--- src/design/sequence_loss_tracker_defines.svh ---
// Assertion macros shared by the sequence loss tracker RTL.
// No dependencies; expects clk and arst_n in the including module.
`ifndef SEQUENCE_LOSS_TRACKER_DEFINES_SVH
`define SEQUENCE_LOSS_TRACKER_DEFINES_SVH

// checked only while out of reset
`define SLT_ASSERT(name, prop, msg) \
	name: assert property (@(posedge clk) disable iff (!arst_n) prop) else $error(msg);

// checked during reset as well
`define SLT_ASSERT_ALWAYS(name, prop, msg) \
	name: assert property (@(posedge clk) prop) else $error(msg);

`endif

--- src/design/slt_pkg.sv ---
// Types and constants for the sequence loss tracker.
// No dependencies; used by sequence_loss_tracker.
package slt_pkg;

	localparam int TABLE_DEPTH = 1024;
	localparam int ADDR_W      = $clog2(TABLE_DEPTH);
	localparam int SEQ_W       = 16;
	localparam int CNT_OUT_W   = 10;

	localparam logic ACT_MESSAGE   = 1'b0;
	localparam logic ACT_LINK_LOST = 1'b1;

	typedef logic [ADDR_W-1:0] addr_t;

	typedef struct packed {
		logic             action;
		logic [SEQ_W-1:0] seq_number;
	} in_req_t;

	typedef struct packed {
		logic [CNT_OUT_W-1:0] received_count;
		logic [CNT_OUT_W-1:0] lost_count;
		logic                 late_flag;
		logic                 range_error;
	} out_req_t;

endpackage

--- src/design/slt_ram.sv ---
// Generic single-port synchronous RAM with registered read.
// No dependencies.
module slt_ram #(
	parameter int WIDTH = 1,
	parameter int DEPTH = 1024
) (
	input  logic                     clk,
	input  logic                     we,
	input  logic [$clog2(DEPTH)-1:0] addr,
	input  logic [WIDTH-1:0]         wdata,
	output logic [WIDTH-1:0]         rdata
);

	logic [WIDTH-1:0] mem [DEPTH];

	always_ff @(posedge clk) begin
		if (we) begin
			mem[addr] <= wdata;
		end
		rdata <= mem[addr];
	end

endmodule

--- src/design/sequence_loss_tracker.sv ---
// Sequence loss tracker top level: counter, mark table RAM and scan sequencer.
// Depends on slt_pkg, slt_ram and sequence_loss_tracker_defines.svh.
//
//  channel | valid     | stall     | payload
//  --------+-----------+-----------+------------------------------
//  input   | in_valid  | in_stall  | in_data  (in_req_t)
//  output  | out_valid | out_stall | out_data (out_req_t)
//
// A message request runs mark write, one RAM read per entry below the counter, drain,
// finish and idle; count 0 skips scan and drain, and finish waits while a held result stalls.
// When the counter wraps, a clear sweep of all TABLE_DEPTH entries is added.
// After reset all TABLE_DEPTH table entries are swept clear; in_stall is high.
// A link-lost request completes in its accept cycle and gives no result.
// One result register: the next request runs while a result waits on out_stall.
`include "sequence_loss_tracker_defines.svh"

module sequence_loss_tracker
	import slt_pkg::*;
(
	input  logic     clk,
	input  logic     arst_n,
	input  logic     in_valid,
	output logic     in_stall,
	input  in_req_t  in_data,
	output logic     out_valid,
	input  logic     out_stall,
	output out_req_t out_data
);

	typedef enum logic [5:0] {
		ST_IDLE   = 6'b000001,
		ST_CLEAR  = 6'b000010,
		ST_MARK   = 6'b000100,
		ST_SCAN   = 6'b001000,
		ST_DRAIN  = 6'b010000,
		ST_FINISH = 6'b100000
	} state_t;

	state_t           state_q;
	addr_t            cnt_q;
	logic             started_q;
	addr_t            clr_q;
	addr_t            scan_q;
	logic             item_q;
	logic             rd_pend_q;
	addr_t            lost_q;
	logic [SEQ_W-1:0] seq_q;
	logic             late_q;
	logic             rerr_q;
	logic             out_valid_q;
	out_req_t         out_q;

	logic             ram_we;
	addr_t            ram_addr;
	logic             ram_wdata;
	logic             ram_rdata;

	logic             accept;
	logic [ADDR_W:0]  cnt_adv;
	logic             wrap;
	logic             seq_in_range;
	logic             fin_go;

	assign in_stall  = (state_q != ST_IDLE);
	assign accept    = in_valid && !in_stall;
	assign out_valid = out_valid_q;
	assign out_data  = out_q;

	assign cnt_adv      = started_q ? ((ADDR_W+1)'(cnt_q) + (ADDR_W+1)'(1)) : '0;
	assign wrap         = (cnt_adv == (ADDR_W+1)'(TABLE_DEPTH));
	assign seq_in_range = (32'(seq_q) < 32'(TABLE_DEPTH));
	assign fin_go       = (state_q == ST_FINISH) && !(out_valid_q && out_stall);

	always_comb begin
		ram_we    = 1'b0;
		ram_wdata = 1'b0;
		ram_addr  = scan_q;
		case (state_q)
			ST_CLEAR: begin
				ram_we   = 1'b1;
				ram_addr = clr_q;
			end
			ST_MARK: begin
				ram_we    = seq_in_range;
				ram_wdata = 1'b1;
				ram_addr  = seq_q[ADDR_W-1:0];
			end
			default: begin
				ram_addr = scan_q;
			end
		endcase
	end

	slt_ram #(
		.WIDTH(1),
		.DEPTH(TABLE_DEPTH)
	) u_marks (
		.clk  (clk),
		.we   (ram_we),
		.addr (ram_addr),
		.wdata(ram_wdata),
		.rdata(ram_rdata)
	);

	always_ff @(posedge clk or negedge arst_n) begin
		if (!arst_n) begin
			state_q     <= ST_CLEAR;
			cnt_q       <= '0;
			started_q   <= 1'b0;
			clr_q       <= '0;
			scan_q      <= '0;
			item_q      <= 1'b0;
			rd_pend_q   <= 1'b0;
			lost_q      <= '0;
			late_q      <= 1'b0;
			rerr_q      <= 1'b0;
			out_valid_q <= 1'b0;
		end else begin
			rd_pend_q <= 1'b0;
			if (rd_pend_q) begin
				lost_q <= lost_q + {{(ADDR_W-1){1'b0}}, ~ram_rdata};
			end
			if (out_valid_q && !out_stall) begin
				out_valid_q <= 1'b0;
			end

			case (state_q)
				ST_IDLE: begin
					if (accept) begin
						if (in_data.action == ACT_LINK_LOST) begin
							started_q <= 1'b0;
							cnt_q     <= '0;
						end else begin
							started_q <= 1'b1;
							cnt_q     <= wrap ? '0 : cnt_adv[ADDR_W-1:0];
							lost_q    <= '0;
							scan_q    <= '0;
							clr_q     <= '0;
							item_q    <= 1'b1;
							state_q   <= wrap ? ST_CLEAR : ST_MARK;
						end
					end
				end
				ST_CLEAR: begin
					clr_q <= clr_q + addr_t'(1);
					if (clr_q == addr_t'(TABLE_DEPTH - 1)) begin
						state_q <= item_q ? ST_MARK : ST_IDLE;
					end
				end
				ST_MARK: begin
					rerr_q  <= !seq_in_range;
					late_q  <= seq_in_range && (32'(seq_q) < 32'(cnt_q));
					state_q <= (cnt_q == '0) ? ST_FINISH : ST_SCAN;
				end
				ST_SCAN: begin
					rd_pend_q <= 1'b1;
					scan_q    <= scan_q + addr_t'(1);
					if (scan_q == cnt_q - addr_t'(1)) begin
						state_q <= ST_DRAIN;
					end
				end
				ST_DRAIN: begin
					state_q <= ST_FINISH;
				end
				ST_FINISH: begin
					if (fin_go) begin
						out_valid_q <= 1'b1;
						item_q      <= 1'b0;
						if (late_q && (cnt_q != '0)) begin
							cnt_q <= cnt_q - addr_t'(1);
						end
						state_q <= ST_IDLE;
					end
				end
				default: begin
					state_q <= ST_IDLE;
				end
			endcase
		end
	end

	// result payload, loaded once per message request
	always_ff @(posedge clk) begin
		if (fin_go) begin
			out_q.received_count <= CNT_OUT_W'(cnt_q);
			out_q.lost_count     <= CNT_OUT_W'(lost_q);
			out_q.late_flag      <= late_q;
			out_q.range_error    <= rerr_q;
		end
	end

	// the item being scanned holds its seq number
	always_ff @(posedge clk) begin
		if (accept) begin
			seq_q <= in_data.seq_number;
		end
	end

	`SLT_ASSERT_ALWAYS(a_reset_clears, !arst_n |=> state_q == ST_CLEAR, "table clear must follow reset")
	`SLT_ASSERT(a_no_write_in_scan, (state_q == ST_SCAN || state_q == ST_DRAIN) |-> !ram_we, "mark table written during scan")
	`SLT_ASSERT(a_read_in_scan, rd_pend_q |-> (state_q == ST_SCAN || state_q == ST_DRAIN), "scan read data outside scan")
	`SLT_ASSERT(a_lost_bounded, state_q == ST_FINISH |-> lost_q <= cnt_q, "lost count above counter")

endmodule
--- config.mk ---
export PLATFORM = sky130hd
export DESIGN_NAME = sequence_loss_tracker
export DESIGN_NICKNAME = d
export VERILOG_FILES = /design/src/design/slt_pkg.sv /design/src/design/slt_ram.sv /design/src/design/sequence_loss_tracker.sv
export VERILOG_INCLUDE_DIRS = /design/src /design/src/design
export SDC_FILE = /design/constraint.sdc
export NUM_CORES = 2
export LEC_CHECK = 0
export BUFFER_PORTS_ARGS = -buffer_cell sky130_fd_sc_hd__buf_2
export CAP_MARGIN = 10
export CORE_MARGIN = 10
export CORE_UTILIZATION = 55
export DETAILED_ROUTE_END_ITERATION = 6
export HOLD_SLACK_MARGIN = 0.02
export PLACE_DENSITY_LB_ADDON = 0.25
export SETUP_SLACK_MARGIN = 0.4
export SKIP_LAST_GASP = 1
export SYNTH_ARGS = -nofsm -noshare
export SYNTH_HDL_FRONTEND = slang
export SYNTH_SLANG_ARGS = --single-unit
--- constraint.sdc ---
create_clock -name clk -period 6.1 [get_ports clk]
set_clock_uncertainty 0.1 [all_clocks]
set_input_delay 1.22 -clock clk [delete_from_list [all_inputs] [get_ports clk]]
set_output_delay 1.22 -clock clk [all_outputs]
set_load 0.05 [all_outputs]
Word level (Yosys, flattened, before mapping)
Memories as Yosys holds them, arrays and structs flattened. A register that Yosys moved wholly into a read port is not among the register bits.
Index checks and enable logic that the tools add are counted.
- flip-flop bits (word level): 90
- RAM bits: 1024
- input bits: 21
- output and inout bits: 24
- memories kept: 1
- $add $sub $neg: 5
- magnitude comparators: 2
- equal/unequal tests: 16
- muxes and demuxes: 38
- bitwise logic cells: 1
- reduce and logical (&&, ||, !) cells: 21
- memory list (name ; words ; bits a word ; rd ports ; clocked after Yosys merged registers in ; wr ports ; line ; text):
    u_marks.mem ; 1024 ; 1 ; 1 ; 1 ; 1 ; slt_ram.sv:14 ; logic [WIDTH-1:0] mem [DEPTH];
- operators by type and width (operator ; count):
    two-way mux 10 bit ; 11
    one-hot mux 10 bit (2 select lines) ; 4
    two-way mux 6 bit ; 6
    one-hot mux 6 bit (6 select lines) ; 1
    adder 10 x 1 -> 10 bit (second input constant) ; 2
    < comparator 16 x 10 -> 1 bit ; 1
    < comparator 16 x 11 -> 1 bit (second input constant) ; 1
    adder 10 x 1 -> 11 bit (second input constant) ; 1
    equality test 11 bit (second input constant) ; 1
    two-way mux 1 bit ; 11
    two-way mux 11 bit ; 1
    adder 10 x 1 -> 10 bit ; 1
    equality test 10 bit ; 1
    equality test 10 bit (second input constant) ; 1
    zero test 10 bit ; 1
    != test 2 bit (second input constant) ; 5
    nonzero test 10 bit ; 1
    subtractor 10 x 1 -> 10 bit (second input constant) ; 1
    AND reduction 4 bit ; 2
    equality test 6 x 1 -> 1 bit (second input constant) ; 1
    equality test 6 x 2 -> 1 bit (second input constant) ; 1
    equality test 6 x 3 -> 1 bit (second input constant) ; 1
    equality test 6 x 4 -> 1 bit (second input constant) ; 1
    equality test 6 x 5 -> 1 bit (second input constant) ; 1
    other kinds (12) ; 25

Logic depth before layout (Yosys ltp)
- depth in word-level cells: 7
- mapped depth: 18

Cells and area by module
A second synthesis with hierarchy kept.
- cell total of the unflattened synthesis: 3811
- area total of the unflattened synthesis: 48898.1 µm²
- modules (own cells, without submodules) (module ; instances ; cells each ; area an instance (µm²) ; seq. area each (µm²)):
    slt_ram ; 1 ; 3369 ; 44337.5 ; 30769.5
    sequence_loss_tracker ; 1 ; 442 ; 4560.6 ; 2443.6

Worst setup path before layout
Ideal clock, no wire load.
- kind: register -> register
- start: register state_q[4]
- end: register u_marks.rdata, read port of u_marks.mem
- library setup time: 0.127 ns
- data arrival time: 6.526 ns
- path slack: -0.653 ns
- stages on the path, launching flop included: 16
- path buffers: 3
- clock period less this slack: 6.753 ns
- cell sequence: dfrtp_1 clkbuf_1 or4_4 or2_1 buf_6 clkinv_4 buf_6 a221oi_2 nand4_1 o22ai_1 or4_1 nor4_1 a21oi_1 or3_1 a2111oi_2 nand2_1
- cells in the longest elaborated chain, start to end: 2
- elaborated cells on any way between the ends: 3
- ends and longest elaborated chain (what ; line ; text):
    start: declaration ; sequence_loss_tracker.sv:39 ; state_t state_q;
    start signal: assignment ; sequence_loss_tracker.sv:140 ; state_q <= wrap ? ST_CLEAR : ST_MARK;
    start signal: assignment ; sequence_loss_tracker.sv:147 ; state_q <= item_q ? ST_MARK : ST_IDLE;
    start signal: assignment ; sequence_loss_tracker.sv:153 ; state_q <= (cnt_q == '0) ? ST_FINISH : ST_SCAN;
    equality test 6 x 3 -> 1 bit / equality test 6 x 2 -> 1 bit (equally long branches) ; sequence_loss_tracker.sv:78 ; case (state_q)
    one-hot mux 10 bit (2 select lines) (*) ; sequence_loss_tracker.sv:78 ;
    end: declaration ; slt_ram.sv:11 ; output logic [WIDTH-1:0] rdata
Mark *: on every way between the ends. The rest lies on a longest branch, timed or not.
A chain may end at the register's enable or synchronous reset.

Worst setup path after layout
- start: register state_q[1]
- end: register u_marks.rdata, read port of u_marks.mem
The elaborated chain is that of the path after synthesis.

==> results.sh <==
export IMPL_relSlewSlack=0.144
export IMPL_multi_input_area_um2=14400
export IMPL_r2r_slack_ps=690
export IMPL_end_kind="flop"
export IMPL_place_ws_ps=753
export IMPL_hold_violations=0
export IMPL_std_cell_rows=109
export IMPL_netlist_area_um2=49000
export IMPL_ys_warn_count=0
export IMPL_vias=34133
export IMPL_h_tree_depth=3
export IMPL_drv_slew=0
export IMPL_cp_max_fo=121
export IMPL_ys_seq_elements=1115
export IMPL_syn_to_final_growth_pct=11.0
export IMPL_p_leak_nw=17.2
export IMPL_period_share=0.886
export IMPL_violations="DRC"
export IMPL_wl_per_cell_um=26.4
export IMPL_path_clk_slew_ps=70
export IMPL_rsz0062_at_grt="false"
export IMPL_fin_util=0.615
export IMPL_viasPerCell=6.35
export IMPL_maxCapViolations=0
export IMPL_peakVddDrop_uv=321
export IMPL_core_area_um2=88400
export IMPL_finalNetCount=4150
export IMPL_synth_nets=4195
export IMPL_synth_top_area_frac=0.651
export IMPL_fp_dieArea_um2=101000
export IMPL_worst_setup_path_start_kind="flop"
export IMPL_place_congestion=0.907
export IMPL_p_total_w=0.0229
export IMPL_fill_cells=6922
export IMPL_totalWireLength_um=142000
export IMPL_remaining_drc_errors=1
export IMPL_synth_edf_count=1062
export IMPL_synth_avg_cell_area_um2=11.8
export IMPL_ant_nets=0
export IMPL_synth_area_leaders="edfxtp_1 (65%), nor2_1 (8.3%), mux2i_1 (7.3%)"
export IMPL_grt_pass1_wl_um=207000
export IMPL_die_h_um=319
export IMPL_cts_sinks=1115
export IMPL_dp_cells=5163
export IMPL_yosysTopAreaCell="edfxtp_1"
export IMPL_clkLatencyLatePin_ps=690
export IMPL_worstSetupPathType="flop to flop"
export IMPL_finalWorstSetupSlack_ps=693
export IMPL_outcome="finished, violations left"
export IMPL_io_buffers=44
export IMPL_power_density_nw_per_um2=422
export IMPL_netlist_cell_type_count=65
export IMPL_seq_area_frac_synth=0.678
export IMPL_gr_total_overflow=0
export IMPL_cts_made_buffers=113
export IMPL_tightest_slew_ps=1270
export IMPL_antenna_found_initial=1
export IMPL_design_portCount=45
export IMPL_cp_data_required_time_ps=6580
export IMPL_die_w_um=319
export IMPL_async_flop_share=0.0466
export IMPL_grt_pass1_vias=31802
export IMPL_cts_tree="built"
export IMPL_holdBufCountCts=0
export IMPL_synth_ff_type="edfxtp_1"
export IMPL_cts_max_path_buffers=3
export IMPL_max_freq_mhz=185
export IMPL_postSynthCellCount=4159
export IMPL_grt_use_total=0.269
export IMPL_grt_start_max_net_pins=277
export IMPL_dp_hpwl_um=83000
export IMPL_worstPathArrival_ps=5890
export IMPL_finalSetupViolations=0
export IMPL_instances_no_fill=5375
export IMPL_initial_core_util=0.555
export IMPL_fin_crit_ps=5410
export IMPL_yosysMostFrequentCell="nor2_1"
export IMPL_min_path_type="flop to flop"
export IMPL_dr_pass1_iters=7
export IMPL_synthTopCellsByCount="nor2_1 (1085), edfxtp_1 (1062), nand2_1 (456), mux2i_1 (356), clkbuf_1 (210)"
export IMPL_drt_iter0_markers=5552
export IMPL_drive_gt1_frac=0.0967
export IMPL_cts_root_buffer="clkbuf_16"
export IMPL_diodes=0
export IMPL_fin_tns_setup_ps=0
export IMPL_seq_area_um2=33200
## worst paths after layout
check | from | endpoint | cells after the start
min in group asynchronous | arst_n | rerr_q | 2
hold / removal | rerr_q | out_data[0] | 0
setup reg to reg | state_q[1] | u_marks.rdata | 14
hold reg to reg | rerr_q | out_data[0] | 0
max in group asynchronous | arst_n | lost_q[5] | 2
setup / recovery | state_q[1] | u_marks.rdata | 14
## power by group
| group | internal (W) | leakage [nW] | switching [W] |
|---|---|---|---|
| Combinational | 0.00205 | 4.96 | 0.00466 |
| Clock | 0.00397 | 1.77 | 0.00294 |
| Sequential | 0.00918 | 10.5 | 0.000159 |
## cell families after synthesis
group	share of synthesized area
compound gates	0.0512
xor+xnor	0.00679
fa+ha+maj	0.00383
buf+inv	0.0319
flops	0.678
mux	0.0732
simple gates	0.156
## cell usage in the layout (no fill, tap or decap), types with 34 or more instances in the layout
master	n
o22ai_1	172
mux2i_1	356
nor2_1	1084
buf_4	133
nor3_1	35
nand2_1	424
a21oi_1	94
dfrtp_1	51
clkbuf_16	114
clkbuf_1	34
nor4_1	59
edfxtp_1	1062
nand3_1	134
buf_2	44
## flip-flops by register name, indices dropped and copies added (netlist names)
signal         count
u_marks.mem     1024
out_data          22
seq_q             16
clr_q             10
cnt_q             10
lost_q            10
scan_q            10
state_q            6
item_q             1
late_q             1
out_valid          1
rd_pend_q          1
rerr_q             1
started_q          1
u_marks.rdata      1
## stage by stage
step / hold WS, ps / area, um^2
global route: 390 / 54400
floorplan: 323 / 49000
finish: 368 / 54400
global placement: 354 / 50700
CTS: 370 / 54400
detailed placement: 355 / 50700
## metal layers
metal,wire length [um],track usage,vias up,share of wire
met4,6150,0.108,0,0.043
met1,53700,0.365,16828,0.38
met5,0,0,-,0
met3,16900,0.0589,367,0.12
met2,65000,0.418,2205,0.46
li1,-,-,14733,-
## critical path: stages (launching register included)
cell and delay (ps):
dfstp_2 580, or4_4 170, or2_1 470, clkinv_16 350
a221o_1 600, buf_4 230, nand4_1 450, buf_4 390
o22ai_1 100, or4_1 540, nor4_1 480, buf_4 220
o2111ai_1 90, a2111oi_0 370, nand2_1 110
## final cells by class
| type | count | share of cell area |
|---|---|---|
| sequential | 1115 | 0.611 |
| multi-input combinational | 2667 | 0.265 |
| clock buffer | 153 | 0.0561 |
| timing repair buffer | 193 | 0.0283 |
| tap | 1165 | 0.0268 |
| clock inverter | 58 | 0.0115 |
| inverter | 24 | 0.00214 |
## what timing repair did
item                                    CTS  global route
endpoints found under the setup margin    0             1
setup buffers                             0             1
resized for setup                         0             0
hold endpoints to repair                  0             0
No activity file was read; power rests on OpenSTA's default activity.
